==> config.mk <==
export PLATFORM = sky130hd
export DESIGN_NAME = shelf_rectangle_packer
export DESIGN_NICKNAME = d
export VERILOG_FILES = /design/src/hdl/srp_pkg.sv /design/src/hdl/srp_shelf_store.sv /design/src/hdl/shelf_rectangle_packer.sv
export SDC_FILE = /design/constraint.sdc
export NUM_CORES = 1
export LEC_CHECK = 0
export ABC_AREA = 0
export BUFFER_PORTS_ARGS = -buffer_cell sky130_fd_sc_hd__buf_2
export CAP_MARGIN = 20
export CORE_MARGIN = 4
export CORE_UTILIZATION = 35
export CTS_BUF_LIST = sky130_fd_sc_hd__clkbuf_8 sky130_fd_sc_hd__clkbuf_16
export DETAILED_ROUTE_END_ITERATION = 10
export PLACE_DENSITY = 0.58
export SYNTH_ARGS = -nofsm -noshare
export SYNTH_HDL_FRONTEND = slang
export SYNTH_HIERARCHICAL = 1
export SYNTH_SLANG_ARGS = --single-unit
==> constraint.sdc <==
create_clock -name clk -period 21.1 [get_ports clk]
set_input_delay 2.11 -clock clk [delete_from_list [all_inputs] [get_ports clk]]
set_output_delay 2.11 -clock clk [all_outputs]
set_load 0.01 [all_outputs]
==> src/hdl/srp_pkg.sv <==
// ----------------------------------------------------------------------------
// srp_pkg
// shared types and constants of the shelf rectangle packer
// ----------------------------------------------------------------------------
package srp_pkg;

	localparam int SHELF_LIMIT_DEF = 16;

	localparam int LEN_W   = 16;
	localparam int POS_W   = 17;
	localparam int SHELF_W = 4;
	localparam int CFG_IDX_W = 8;

	// configuration register indexes
	localparam logic [CFG_IDX_W-1:0] REG_BIN_WIDTH  = 8'd0;
	localparam logic [CFG_IDX_W-1:0] REG_BIN_HEIGHT = 8'd1;
	localparam logic [CFG_IDX_W-1:0] REG_ORIGIN_X   = 8'd2;
	localparam logic [CFG_IDX_W-1:0] REG_ORIGIN_Y   = 8'd3;

	// one shelf record
	typedef struct packed {
		logic [LEN_W-1:0] base;
		logic [LEN_W-1:0] tall;
		logic [LEN_W-1:0] fill;
	} shelf_entry_t;

	// input item, first field in the low bits
	typedef struct packed {
		logic [LEN_W-1:0] item_h;
		logic [LEN_W-1:0] item_w;
	} in_item_t;

	// result item, first field in the low bits
	typedef struct packed {
		logic [6:0]         pad;
		logic               opened_shelf;
		logic [SHELF_W-1:0] shelf_number;
		logic               rotated;
		logic [LEN_W-1:0]   ext_h;
		logic [LEN_W-1:0]   ext_w;
		logic [POS_W-1:0]   pos_y;
		logic [POS_W-1:0]   pos_x;
		logic               placed;
	} out_item_t;

	localparam int IN_DATA_W  = $bits(in_item_t);
	localparam int OUT_DATA_W = $bits(out_item_t);

endpackage

==> src/hdl/srp_shelf_store.sv <==
// ----------------------------------------------------------------------------
// srp_shelf_store
// shelf record memory with registered read and the fit test on the read entry
// ----------------------------------------------------------------------------
module srp_shelf_store #(
	parameter int DEPTH = srp_pkg::SHELF_LIMIT_DEF,
	parameter int IDX_W = 4
) (
	input  logic                       clk,
	input  logic                       rd_en,
	input  logic [IDX_W-1:0]           rd_addr,
	output srp_pkg::shelf_entry_t      rd_data,
	input  logic                       wr_en,
	input  logic [IDX_W-1:0]           wr_addr,
	input  srp_pkg::shelf_entry_t      wr_data,
	input  logic [srp_pkg::LEN_W-1:0]  cur_w,
	input  logic [srp_pkg::LEN_W-1:0]  cur_h,
	input  logic [srp_pkg::LEN_W-1:0]  bin_width,
	output logic                       hit
);

	srp_pkg::shelf_entry_t mem [DEPTH];
	srp_pkg::shelf_entry_t rd_data_s1;

	always_ff @(posedge clk) begin
		if (wr_en) begin
			mem[wr_addr] <= wr_data;
		end
		if (rd_en) begin
			rd_data_s1 <= mem[rd_addr];
		end
	end

	assign rd_data = rd_data_s1;

	// shelf tall enough and free length left, sum at full width
	assign hit = (cur_h <= rd_data_s1.tall) &&
		(({1'b0, rd_data_s1.fill} + {1'b0, cur_w}) <= {1'b0, bin_width});

endmodule

==> src/hdl/shelf_rectangle_packer.sv <==
// ----------------------------------------------------------------------------
// shelf_rectangle_packer
// shelf first-fit placement of rectangles into one bin
// ----------------------------------------------------------------------------
// search: the open shelves are read in order and the first hit is taken, else a new shelf
//   is opened on top of the used height; if neither fits, a non-square item gets a second
//   pass with width and height swapped
// throughput: one item at a time, s_tready rises together with m_tvalid of the previous
//   result; a result held by m_tready stalls only the next result
// reset: arst_n clears control state, registers and shelf count; the shelf memory needs no clearing
module shelf_rectangle_packer #(
	parameter int SHELF_LIMIT = srp_pkg::SHELF_LIMIT_DEF
) (
	input  logic                              clk,
	input  logic                              arst_n,
	// input items
	input  logic                              s_tvalid,
	output logic                              s_tready,
	input  logic [srp_pkg::IN_DATA_W-1:0]     s_tdata,   // item_w, item_h
	// result items
	output logic                              m_tvalid,
	input  logic                              m_tready,
	output logic [srp_pkg::OUT_DATA_W-1:0]    m_tdata,   // placed, pos_x, pos_y,
	                                                     // ext_w, ext_h,
	                                                     // rotated, shelf_number,
	                                                     // opened_shelf, zero pad
	// configuration writes
	input  logic                              cfg_valid,
	output logic                              cfg_ready,
	input  logic [srp_pkg::CFG_IDX_W-1:0]     cfg_index,
	input  logic [srp_pkg::LEN_W-1:0]         cfg_data
);

	localparam int IDX_W = (SHELF_LIMIT > 1) ? $clog2(SHELF_LIMIT) : 1;
	localparam int CNT_W = $clog2(SHELF_LIMIT + 1);

	localparam logic ST_IDLE = 1'b0;
	localparam logic ST_SCAN = 1'b1;

	logic state_q;

	// configuration registers
	logic [srp_pkg::LEN_W-1:0] bin_width_q, bin_height_q, origin_x_q, origin_y_q;

	// item under search
	logic [srp_pkg::LEN_W-1:0] item_w_q, item_h_q;
	logic [srp_pkg::LEN_W-1:0] cur_w_q, cur_h_q;   // current orientation
	logic                      rot_q;

	// packing state kept outside the memory
	logic [CNT_W-1:0]          open_q;
	logic [srp_pkg::LEN_W-1:0] used_q;

	// shelf scan
	logic [CNT_W-1:0]          next_q;      // next shelf to read
	logic                      rd_valid_s1; // read data in the store is live
	logic [IDX_W-1:0]          rd_idx_s1;   // shelf the read data belongs to

	// result register
	logic                      m_valid_q;
	srp_pkg::out_item_t        m_data_q;

	srp_pkg::in_item_t         in_item;
	srp_pkg::shelf_entry_t     rd_entry;
	srp_pkg::shelf_entry_t     wr_entry;
	srp_pkg::out_item_t        res;
	logic                      hit;
	logic                      hit_now, more, scan_done, new_ok, retry;
	logic                      finish, out_free, stall, rd_en, wr_en;
	logic [IDX_W-1:0]          slot;

	assign in_item   = srp_pkg::in_item_t'(s_tdata);
	assign s_tready  = (state_q == ST_IDLE);
	assign cfg_ready = 1'b1;
	assign m_tvalid  = m_valid_q;
	assign m_tdata   = m_data_q;

	// scan control: one read issued per cycle, test of the previous read
	assign hit_now   = rd_valid_s1 && hit;
	assign more      = (next_q < open_q);
	assign scan_done = !hit_now && !more && !rd_valid_s1 ||
		!hit_now && !more && rd_valid_s1;
	// new shelf on top of the used height
	assign new_ok    = (cur_w_q <= bin_width_q) &&
		(({1'b0, used_q} + {1'b0, cur_h_q}) <= {1'b0, bin_height_q}) &&
		(open_q < CNT_W'(SHELF_LIMIT));
	// swapped orientation only for a non-square item, once
	assign retry     = scan_done && !new_ok && !rot_q && (item_w_q != item_h_q);
	assign finish    = (state_q == ST_SCAN) && (hit_now || (scan_done && !retry));
	assign out_free  = !m_valid_q || m_tready;
	assign stall     = finish && !out_free;
	assign rd_en     = (state_q == ST_SCAN) && !hit_now && more;
	assign slot      = hit_now ? rd_idx_s1 : open_q[IDX_W-1:0];
	assign wr_en     = finish && !stall && (hit_now || new_ok);

	// record written back: a fresh shelf or the extended fill of a hit
	always_comb begin
		if (hit_now) begin
			wr_entry      = rd_entry;
			wr_entry.fill = rd_entry.fill + cur_w_q;
		end else begin
			wr_entry.base = used_q;
			wr_entry.tall = cur_h_q;
			wr_entry.fill = cur_w_q;
		end
	end

	// result fields, all zero when nothing fits
	always_comb begin
		res = '0;
		if (hit_now || new_ok) begin
			res.placed       = 1'b1;
			res.ext_w        = cur_w_q;
			res.ext_h        = cur_h_q;
			res.rotated      = rot_q;
			res.shelf_number = srp_pkg::SHELF_W'(slot);
			res.opened_shelf = !hit_now;
			if (hit_now) begin
				res.pos_x = {1'b0, origin_x_q} + {1'b0, rd_entry.fill};
				res.pos_y = {1'b0, origin_y_q} + {1'b0, rd_entry.base};
			end else begin
				res.pos_x = {1'b0, origin_x_q};
				res.pos_y = {1'b0, origin_y_q} + {1'b0, used_q};
			end
		end
	end

	srp_shelf_store #(
		.DEPTH (SHELF_LIMIT),
		.IDX_W (IDX_W)
	) u_store (
		.clk       (clk),
		.rd_en     (rd_en),
		.rd_addr   (next_q[IDX_W-1:0]),
		.rd_data   (rd_entry),
		.wr_en     (wr_en),
		.wr_addr   (slot),
		.wr_data   (wr_entry),
		.cur_w     (cur_w_q),
		.cur_h     (cur_h_q),
		.bin_width (bin_width_q),
		.hit       (hit)
	);

	// configuration registers
	always_ff @(posedge clk or negedge arst_n) begin
		if (!arst_n) begin
			bin_width_q  <= '0;
			bin_height_q <= '0;
			origin_x_q   <= '0;
			origin_y_q   <= '0;
		end else if (cfg_valid) begin
			unique case (cfg_index)
				srp_pkg::REG_BIN_WIDTH:  bin_width_q  <= cfg_data;
				srp_pkg::REG_BIN_HEIGHT: bin_height_q <= cfg_data;
				srp_pkg::REG_ORIGIN_X:   origin_x_q   <= cfg_data;
				srp_pkg::REG_ORIGIN_Y:   origin_y_q   <= cfg_data;
				default: ;
			endcase
		end
	end

	// sequencer, scan pointer and packing state
	always_ff @(posedge clk or negedge arst_n) begin
		if (!arst_n) begin
			state_q     <= ST_IDLE;
			rot_q       <= 1'b0;
			next_q      <= '0;
			rd_valid_s1 <= 1'b0;
			open_q      <= '0;
			used_q      <= '0;
		end else begin
			unique case (state_q)
				ST_IDLE: begin
					if (s_tvalid) begin
						state_q     <= ST_SCAN;
						rot_q       <= 1'b0;
						next_q      <= '0;
						rd_valid_s1 <= 1'b0;
					end
				end
				ST_SCAN: begin
					if (rd_en) begin
						next_q      <= next_q + 1'b1;
						rd_valid_s1 <= 1'b1;
					end else if (retry) begin
						// second pass with width and height swapped
						rot_q       <= 1'b1;
						next_q      <= '0;
						rd_valid_s1 <= 1'b0;
					end else if (finish && !stall) begin
						state_q     <= ST_IDLE;
						rd_valid_s1 <= 1'b0;
						if (!hit_now && new_ok) begin
							open_q <= open_q + 1'b1;
							used_q <= used_q + cur_h_q;
						end
					end else if (!stall) begin
						rd_valid_s1 <= 1'b0;
					end
				end
				default: state_q <= ST_IDLE;
			endcase
		end
	end

	// item payload and orientation
	always_ff @(posedge clk) begin
		if (s_tvalid && s_tready) begin
			item_w_q <= in_item.item_w;
			item_h_q <= in_item.item_h;
			cur_w_q  <= in_item.item_w;
			cur_h_q  <= in_item.item_h;
		end else if (state_q == ST_SCAN && !rd_en && retry) begin
			cur_w_q <= item_h_q;
			cur_h_q <= item_w_q;
		end
		if (rd_en) begin
			rd_idx_s1 <= next_q[IDX_W-1:0];
		end
	end

	// output register, a held result does not block the next acceptance
	always_ff @(posedge clk or negedge arst_n) begin
		if (!arst_n) begin
			m_valid_q <= 1'b0;
		end else if (finish && !stall) begin
			m_valid_q <= 1'b1;
		end else if (m_tready) begin
			m_valid_q <= 1'b0;
		end
	end

	always_ff @(posedge clk) begin
		if (finish && !stall) begin
			m_data_q <= res;
		end
	end

endmodule

==> results of run 1 <==
## final timing paths
path | startpoint | endpoint | slack [ns]
max | cur_w_q[0] | m_tdata[33] | 13.40
min in group asynchronous | arst_n | bin_width_q[5] | 1.48
min reg2reg | open_q[3] | open_q[3] | 0.50
max in group asynchronous | arst_n | origin_y_q[3] | 18.44
max reg2reg | cur_w_q[0] | m_tdata[33] | 13.40
min | open_q[3] | open_q[3] | 0.50
## power by group through the flow
| stage | registers (mW) | clock network (mW) | logic (mW) |
|---|---|---|---|
| floorplan | 3.08 | 0 | 1.57 |
| global placement | 3.15 | 0 | 2.27 |
| detailed placement | 3.15 | 0 | 2.32 |
| CTS | 3.11 | 1.97 | 2.33 |
| global route | 3.13 | 2.06 | 2.54 |
| finish | 3.11 | 1.92 | 2.32 |
## worst max-delay path, delay by kind of cell (launching register included)
family	cells	cell delay (ns)
xor gates and xnor gates	2	0.28
buffers and inverters	3	1.04
and+or+nand+nor	8	1.41
adders and majority gates	4	1.26
DFF	1	0.39
AOI/OAI and AO/OA	13	2.99
## stage by stage
step                power [mW]  utilization (%)  worst slack (ns)
finish                    7.36             40.4             13.40
global route              7.74             40.4             12.72
CTS                       7.42             40.3             13.42
detailed placement        5.48             37.5             13.47
global placement          5.42             37.5             13.38
floorplan                 4.65                -             11.27
## sequential cells by signal (all words and copies together), names as in the netlist, 16 cells and up
signal / flops
bin_height_q: 16
bin_width_q: 16
cur_h_q: 16
cur_w_q: 16
item_h_q: 16
item_w_q: 16
m_tdata: 73
origin_x_q: 16
origin_y_q: 16
u_store/mem: 768
u_store/rd_data: 48
used_q: 16
## cell usage in the layout (no fill, tap or decap), drive strengths merged, types with 6 or more instances in the layout
master | synthesis | routed
a211o | 7 | 7
nand2b | 13 | 13
o21bai | 6 | 6
nor4 | 6 | 6
nand3 | 22 | 22
o31ai | 6 | 6
edfxtp | 957 | 957
a21boi | 7 | 7
inv | 103 | 127
nor3 | 21 | 21
nand3b | 6 | 6
o21ai | 93 | 93
o211ai | 14 | 14
dfrtp | 94 | 94
o21a | 10 | 10
a31oi | 10 | 10
buf | 44 | 194
a21oi | 71 | 71
bufinv | 0 | 14
nor2b | 10 | 10
xnor2 | 53 | 53
clkbuf | 52 | 110
and2 | 39 | 39
nand4 | 23 | 23
ha | 149 | 149
clkinv | 0 | 50
nor2 | 63 | 63
mux2 | 96 | 96
nand2 | 185 | 185
conb | 2 | 8
or3 | 7 | 7
xor2 | 26 | 26
a211oi | 15 | 15
a21o | 31 | 31
mux4 | 240 | 240
## final cells by class
cell class	count	area [sq um]	share of cell area, %
Antenna cell	2	5.00	0.00970
Clock buffer	110	2730	5.29
Clock inverter	93	901	1.75
Inverter	103	387	0.750
Multi-Input combinational cell	1291	13200	25.6
Sequential cell	1051	31100	60.3
Tap cell	1662	2080	4.03
Timing Repair Buffer	194	1170	2.28
## kinds of logic after synthesis
family | synth area share (%)
flip-flops | 69.0
AND/OR/NAND/NOR | 4.38
multiplexers | 14.4
AO/OA/AOI/OAI | 4.23
buffers and inverters | 2.04
adder cells (fa/ha/maj) | 4.36
XOR/XNOR | 1.54
other | 0.0167
## metal layers
metal / wire (um) / part of all wire [%] / up-vias / global-route usage, %
met1: 52100 / 44 / 12800 / 25.0
met2: 54100 / 46 / 931 / 27.0
met4: 3030 / 2.6 / 0 / 4.44
li1: - / - / 10500 / -
met5: 0 / 0 / - / 0
met3: 9670 / 8.1 / 175 / 4.10
==> qor.yml, run 1 <==
outcome:
  run_status: "completed"
global_route:
  grt_first_pass_wirelength_um: 173000
  antenna_found_initial: 13
  grt-ovfl-total: 0
  global_route.usage.total_pct: 17.5
  grt_pass1_vias: 24800
  grt_start_max_net_pins: 173
sta:
  finalCriticalPeriod_ns: 7.70
  maxSlewViolCount: 0
  fin_hold_ws_ns: 0.503
  grt_setup_unrepaired: "no"
  worst_slew_margin_rel_pct: 25.8
  setup_viol: 0
  final_min_period_over_clock_period_pct: 36.5
  clock.fmax_ghz: 0.130
  fin_setup_tns_ns: 0
  timing_worst_slew_pin_value_ns: 1.10
  timing_hold_violations_final: 0
  clock_skew_ns: 0.0491
logic_synthesis:
  synth_seq_area_share_pct: 69.0
  post-synth-top-area-fraction_pct: 63.8
  synth_area_sq_um: 45000
  synth_cell_type_count: 75
  netlist.top_cell.by_area: "sky130_fd_sc_hd__edfxtp_1"
  synthCells: 2535
  synthMostInstantiatedCell: "sky130_fd_sc_hd__edfxtp_1"
  synth.area.top_cells: "sky130_fd_sc_hd__edfxtp_1 64%, sky130_fd_sc_hd__mux4_2 12%, sky130_fd_sc_hd__dfrtp_1 5.2%, sky130_fd_sc_hd__ha_1 4.1%, sky130_fd_sc_hd__mux2_2 2.2%"
  warnings_synthesis: 6
  ys_ff_latch: 1051
  syn-mean-instance-area_sq_um: 17.8
  synth_enable_flop_cells: 957
  postSynth.asyncResetShare_pct: 8.94
  synth.cells.most_frequent: "957 x sky130_fd_sc_hd__edfxtp_1, 240 x sky130_fd_sc_hd__mux4_2, 185 x sky130_fd_sc_hd__nand2_1, 149 x sky130_fd_sc_hd__ha_1, 102 x sky130_fd_sc_hd__inv_1"
  synth_top_flop_cell: "sky130_fd_sc_hd__edfxtp_1"
pwr:
  power.density_nw_per_um2: 143
  switching_share_pct: 33.1
  vdd.ir_drop.worst_mv: 0.103
  p_switching_mw: 2.43
  p_leak_nw: 18.1
  cell_internal_pwr_mw: 4.93
  share_seq_of_total_power_pct: 42.3
  comb_power_share_pct: 31.6
  power.clock.fraction_pct: 26.2
routing:
  antenna_violating_nets_post_route: 0
  routed_wirelength_um: 119000
  drt-wirelength-per-cell_um: 26.4
  routed-via-count: 24400
  vias_per_cell: 5.40
  drc: 0
  detail_route.first_pass.iterations: 7
  dr.first_iter.drc_count: 2339
place:
  numPortBuffers: 135
  place_inst: 4298
  routability_driven_placement_congestion_ratio: 0.860
  dpl_cell_area_sq_um: 47900
  place.detailed.hpwl_um: 76400
cts:
  cts_made_buffers: 108
  cts.clk_slew.worst_paths_ns: 0.06
  post_cts.resized_instances: 0
  hold_buffers: 0
  htreeDepth: 3
  cts-root-buf: "sky130_fd_sc_hd__clkbuf_16"
  cts_num_sinks: 1051
  clk-insertion-delay-late_ns: 0.71
  tritoncts: "yes"
  cts_setup_buffers: 0
  clock_path_buffers: 3
worst_setup_path:
  crit_path_start_kind: "register"
  cp_slowest_cell: "sky130_fd_sc_hd__buf_4"
  crit_type: "reg -> reg"
  crit_fanout: 46
  cp.arrival_ns: 8.10
  worstPathRequired_ns: 21.50
  critical_path.endpoint_type: "register"
  worst_path_largest_cell_delay_ns: 0.56
  rr_worst_depth: 30
floorplanning:
  std_cell_rows: 131
  floorplan.die_area_sq_um: 135000
  dieWidth_um: 367
  top_level_ports: 144
  coreArea_sq_um: 128000
  die_h_um: 367
  start_util_pct: 35.3
finish:
  final_design_area_no_fill_sq_um: 51600
  final-instance-count-excl-fill: 4506
  finalNetCount: 2964
  drive_above_1_share_pct: 25.5
  syn_to_final_growth_pct: 14.5
  layout.filler_cells: 11300
worst_hold_path:
  worstHoldPathCells: 1
  hold_path_class: "reg -> reg"
job:
  max-cap-violations: 0
(Power assumes the default switching activity.)
==> inputs of run 2 (changes only) <==
- ABC_AREA: 0 -> 1
- clock period: 21.1 -> 7.5 ns (I/O delays scaled with it)
==> run 2 against run 1 <==
Global-route usage is 0.13 points lower. Cell count is 30% higher. Setup slack worse by 13 ns. Non-clock buffer count is 35 higher. Sequential power grew to 2.8 times the previous value. Largest power group unchanged. Largest cell class unchanged. Maximum frequency is 16% higher. Clock skew is 0.014 ns lower.
==> qor.yml, run 2 <==
routing:
  vias_per_cell: 5.13  # -5.1%
  dr.first_iter.drc_count: 2789  # +19%
  antenna_violating_nets_post_route: 0  # unchanged
  routed_wirelength_um: 125000  # +5.3%
  routed-via-count: 30000  # +23%
  drc: 0  # unchanged
  detail_route.first_pass.iterations: 5  # -2
  drt-wirelength-per-cell_um: 21.4  # -19%
place:
  routability_driven_placement_congestion_ratio: 0.881  # +2.5%
  place_inst: 5653  # +32%
  place_ws_ns: 0.922  # -12.55 ns
  place.detailed.hpwl_um: 76600  # +0.27%
  numPortBuffers: 135  # unchanged
global_route:
  grt_pass1_vias: 28600  # +15%
  antenna_found_initial: 3  # -10
  grt_start_max_net_pins: 185  # +6.9%
  grt_first_pass_wirelength_um: 185000  # +6.9%
  global_route.usage.total_pct: 17.3  # -0.13 points
  grt-ovfl-total: 0  # unchanged
logic_synthesis:
  synth_area_sq_um: 47100  # +4.5%
  post-synth-top-area-fraction_pct: 61.0  # -2.8 points
  syn-mean-instance-area_sq_um: 12.2  # -31%
  postSynth.asyncResetShare_pct: 8.94  # unchanged
  warnings_synthesis: 6  # unchanged
  synthMostInstantiatedCell: "sky130_fd_sc_hd__edfxtp_1"
  synth.area.top_cells: "sky130_fd_sc_hd__edfxtp_1 61%, sky130_fd_sc_hd__dfrtp_1 5.0%, sky130_fd_sc_hd__o21ai_0 4.3%, sky130_fd_sc_hd__mux2i_1 4.1%, sky130_fd_sc_hd__ha_1 4.0%"
  synth_seq_area_share_pct: 66.0  # -3.0 points
  ys_ff_latch: 1051  # unchanged
  synth_cell_type_count: 52  # -31%
  synth_enable_flop_cells: 957  # unchanged
  synthCells: 3843  # +52%
  netlist.top_cell.by_area: "sky130_fd_sc_hd__edfxtp_1"
  synth.cells.most_frequent: "957 x sky130_fd_sc_hd__edfxtp_1, 475 x sky130_fd_sc_hd__nand2_1, 444 x sky130_fd_sc_hd__inv_1, 400 x sky130_fd_sc_hd__o21ai_0, 306 x sky130_fd_sc_hd__a21oi_1"
  synth_top_flop_cell: "sky130_fd_sc_hd__edfxtp_1"
worst_setup_path:
  startpoint: "u_store/rd_data[0]"
  crit_fanout: 40  # -13%
  cp_slowest_cell: "sky130_fd_sc_hd__buf_4"
  critical_path.endpoint_type: "register"
  cp.arrival_ns: 7.14  # -0.96 ns
  regToRegStartpoint: "u_store/rd_data[0]"
  crit_type: "reg -> reg"
  critPathMostFrequentCell: "sky130_fd_sc_hd__nand2_1"
  worstPathRequired_ns: 8.02  # -13.48 ns
  worst_path_largest_cell_delay_ns: 0.46  # -0.10 ns
  crit_path_start_kind: "register"
cts:
  post_cts.resized_instances: 0  # unchanged
  cts_made_buffers: 106  # -1.9%
  clock_path_buffers: 3  # unchanged
  cts-root-buf: "sky130_fd_sc_hd__clkbuf_16"
  tritoncts: "yes"
  cts_num_sinks: 1051  # unchanged
  cts_setup_buffers: 0  # unchanged
  htreeDepth: 3  # unchanged
  cts.clk_slew.worst_paths_ns: 0.06  # about the same
  clk-insertion-delay-late_ns: 0.70  # about the same
  hold_buffers: 1  # +1
sta:
  timing_hold_violations_final: 0  # unchanged
  fin_hold_ws_ns: 0.240  # -0.263 ns
  worst_slew_margin_rel_pct: 28.3  # +2.4 points
  final.setup.worst_slack_ns: 0.881  # -12.52 ns
  grt_setup_unrepaired: "no"
  clock.fmax_ghz: 0.151  # +16%
  maxSlewViolCount: 0  # unchanged
  setup_viol: 0  # unchanged
  timing_worst_slew_pin_value_ns: 1.06  # -0.0363 ns
  finalCriticalPeriod_ns: 6.62  # -1.08 ns
  clock_skew_ns: 0.0349  # -0.0142 ns
  fin_setup_tns_ns: 0  # unchanged
  final_min_period_over_clock_period_pct: 88.3  # +52 points
pwr:
  power.clock.fraction_pct: 23.2  # -3.0 points
  vdd.ir_drop.worst_mv: 0.297  # +190%
  share_seq_of_total_power_pct: 39.6  # -2.7 points
  power.density_nw_per_um2: 412  # +190%
  switching_share_pct: 38.3  # +5.3 points
  p_switching_mw: 8.42  # +250%
  p_leak_nw: 20.3  # +12%
  cell_internal_pwr_mw: 13.5  # +180%
  comb_power_share_pct: 37.1  # +5.5 points
floorplanning:
  dieWidth_um: 375  # +2.2%
  die_h_um: 375  # +2.2%
  std_cell_rows: 134  # +2.3%
  start_util_pct: 35.3  # about the same
  coreArea_sq_um: 133000  # +4.5%
  top_level_ports: 144  # unchanged
  floorplan.die_area_sq_um: 140000  # +4.4%
finish:
  layout.filler_cells: 12600  # +12%
  drive_above_1_share_pct: 10.3  # -15 points
  post-route-util_pct: 39.9  # -0.47 points
  finalNetCount: 4211  # +42%
  largest_register: "u_store/mem"
  mostFrequentLayoutCell: "sky130_fd_sc_hd__edfxtp_1"
  syn_to_final_growth_pct: 13.2
  largest_reg_flops: 768  # unchanged
  mostFrequentLayoutCells: "957 x sky130_fd_sc_hd__edfxtp_1, 474 x sky130_fd_sc_hd__nand2_1, 462 x sky130_fd_sc_hd__inv_1, 387 x sky130_fd_sc_hd__o21ai_0, 306 x sky130_fd_sc_hd__a21oi_1"
  final-instance-count-excl-fill: 5852  # +30%
outcome:
  run_status: "completed"
worst_hold_path:
  timing.hold.worst.start: "s_tdata[14]"
  hold_path_class: "in -> reg"
job:
  max-cap-violations: 0  # unchanged
==> run 2: changes by cell type after synthesis, moves of 89 or more <==
cell	change
sky130_fd_sc_hd__inv_1	+342
sky130_fd_sc_hd__o21ai_0	+310
sky130_fd_sc_hd__nand2_1	+290
sky130_fd_sc_hd__mux4_2	-240
sky130_fd_sc_hd__a21oi_1	+238
sky130_fd_sc_hd__mux2i_1	+191
sky130_fd_sc_hd__o211ai_1	+180
sky130_fd_sc_hd__nand3_1	+93
sky130_fd_sc_hd__mux2_2	-89
==> run 2: logic make-up (layout without fill, tap and decap cells) <==
kind of cell             Yosys count  in the layout  share of synthesized area (%)
XOR/XNOR                          59             59                           1.10
AO/OA/AOI/OAI                    985            985                           11.8
flip-flops                      1051           1051                           66.0
multiplexers                     192            192                           4.08
buffers and inverters            638            871                           6.01
other                              2             10                         0.0160
AND/OR/NAND/NOR                  762            762                           6.72
adder cells (fa/ha/maj)          154            154                           4.17
==> run 2: power groups by stage <==
| stage | registers, mW | clock network, mW | logic, mW |
|---|---|---|---|
| after floorplan | 8.63 | 0 | 5.42 |
| after global placement | 8.81 | 0 | 8.06 |
| after detailed placement | 8.81 | 0 | 8.13 |
| after CTS | 8.70 | 5.21 | 8.17 |
| after global routing | 8.74 | 5.46 | 9.04 |
| final | 8.70 | 5.11 | 8.16 |
==> run 2: layout make-up <==
| class | instances | area [sq um] | area share (%) |
|---|---|---|---|
| Sequential cell | 1051 | 31100 | 58.4 |
| Clock inverter | 85 | 599 | 1.12 |
| Multi-Input combinational cell | 2160 | 13300 | 25.0 |
| Timing Repair Buffer | 229 | 1630 | 3.06 |
| Antenna cell | 2 | 5.00 | 0.00939 |
| Inverter | 448 | 1690 | 3.18 |
| Clock buffer | 109 | 2730 | 5.12 |
| Tap cell | 1768 | 2210 | 4.15 |
==> run 2: worst max-delay path, delay by kind of cell (launching register included) <==
family	cells	cell delay, ns
AOI/OAI and AO/OA	12	2.42
and+or+nand+nor	11	1.41
adders and majority gates	4	1.18
buffers and inverters	3	0.88
DFF	1	0.41
xor gates and xnor gates	1	0.15
==> run 2: per-layer routing <==
layer / global-route usage [%] / vias to the layer above / wire [um]
met2: 27.5 / 991 / 57500
met3: 2.32 / 141 / 7880
met5: 0 / - / 0
met4: 4.10 / 0 / 2280
li1: - / 14100 / -
met1: 25.3 / 14800 / 57600
==> run 2: through the flow <==
| step | power [mW] | cell area (sq um) |
|---|---|---|
| floorplan | 14.1 | 47100 |
| global placement | 16.9 | 49900 |
| detailed placement | 16.9 | 49900 |
| CTS | 22.1 | 53200 |
| global route | 23.2 | 53300 |
| finish | 22.0 | 53300 |
==> run 2: final timing paths <==
path	end	slack, ns	cells after the start
worst max-delay path	m_tdata[29]	0.88	31
worst min-delay path	item_w_q[14]	0.24	1
worst max register to register	m_tdata[29]	0.88	31
worst min register to register	bin_height_q[11]	0.49	2
max in group asynchronous	next_q[0]	5.59	3
min in group asynchronous	origin_x_q[11]	0.52	2
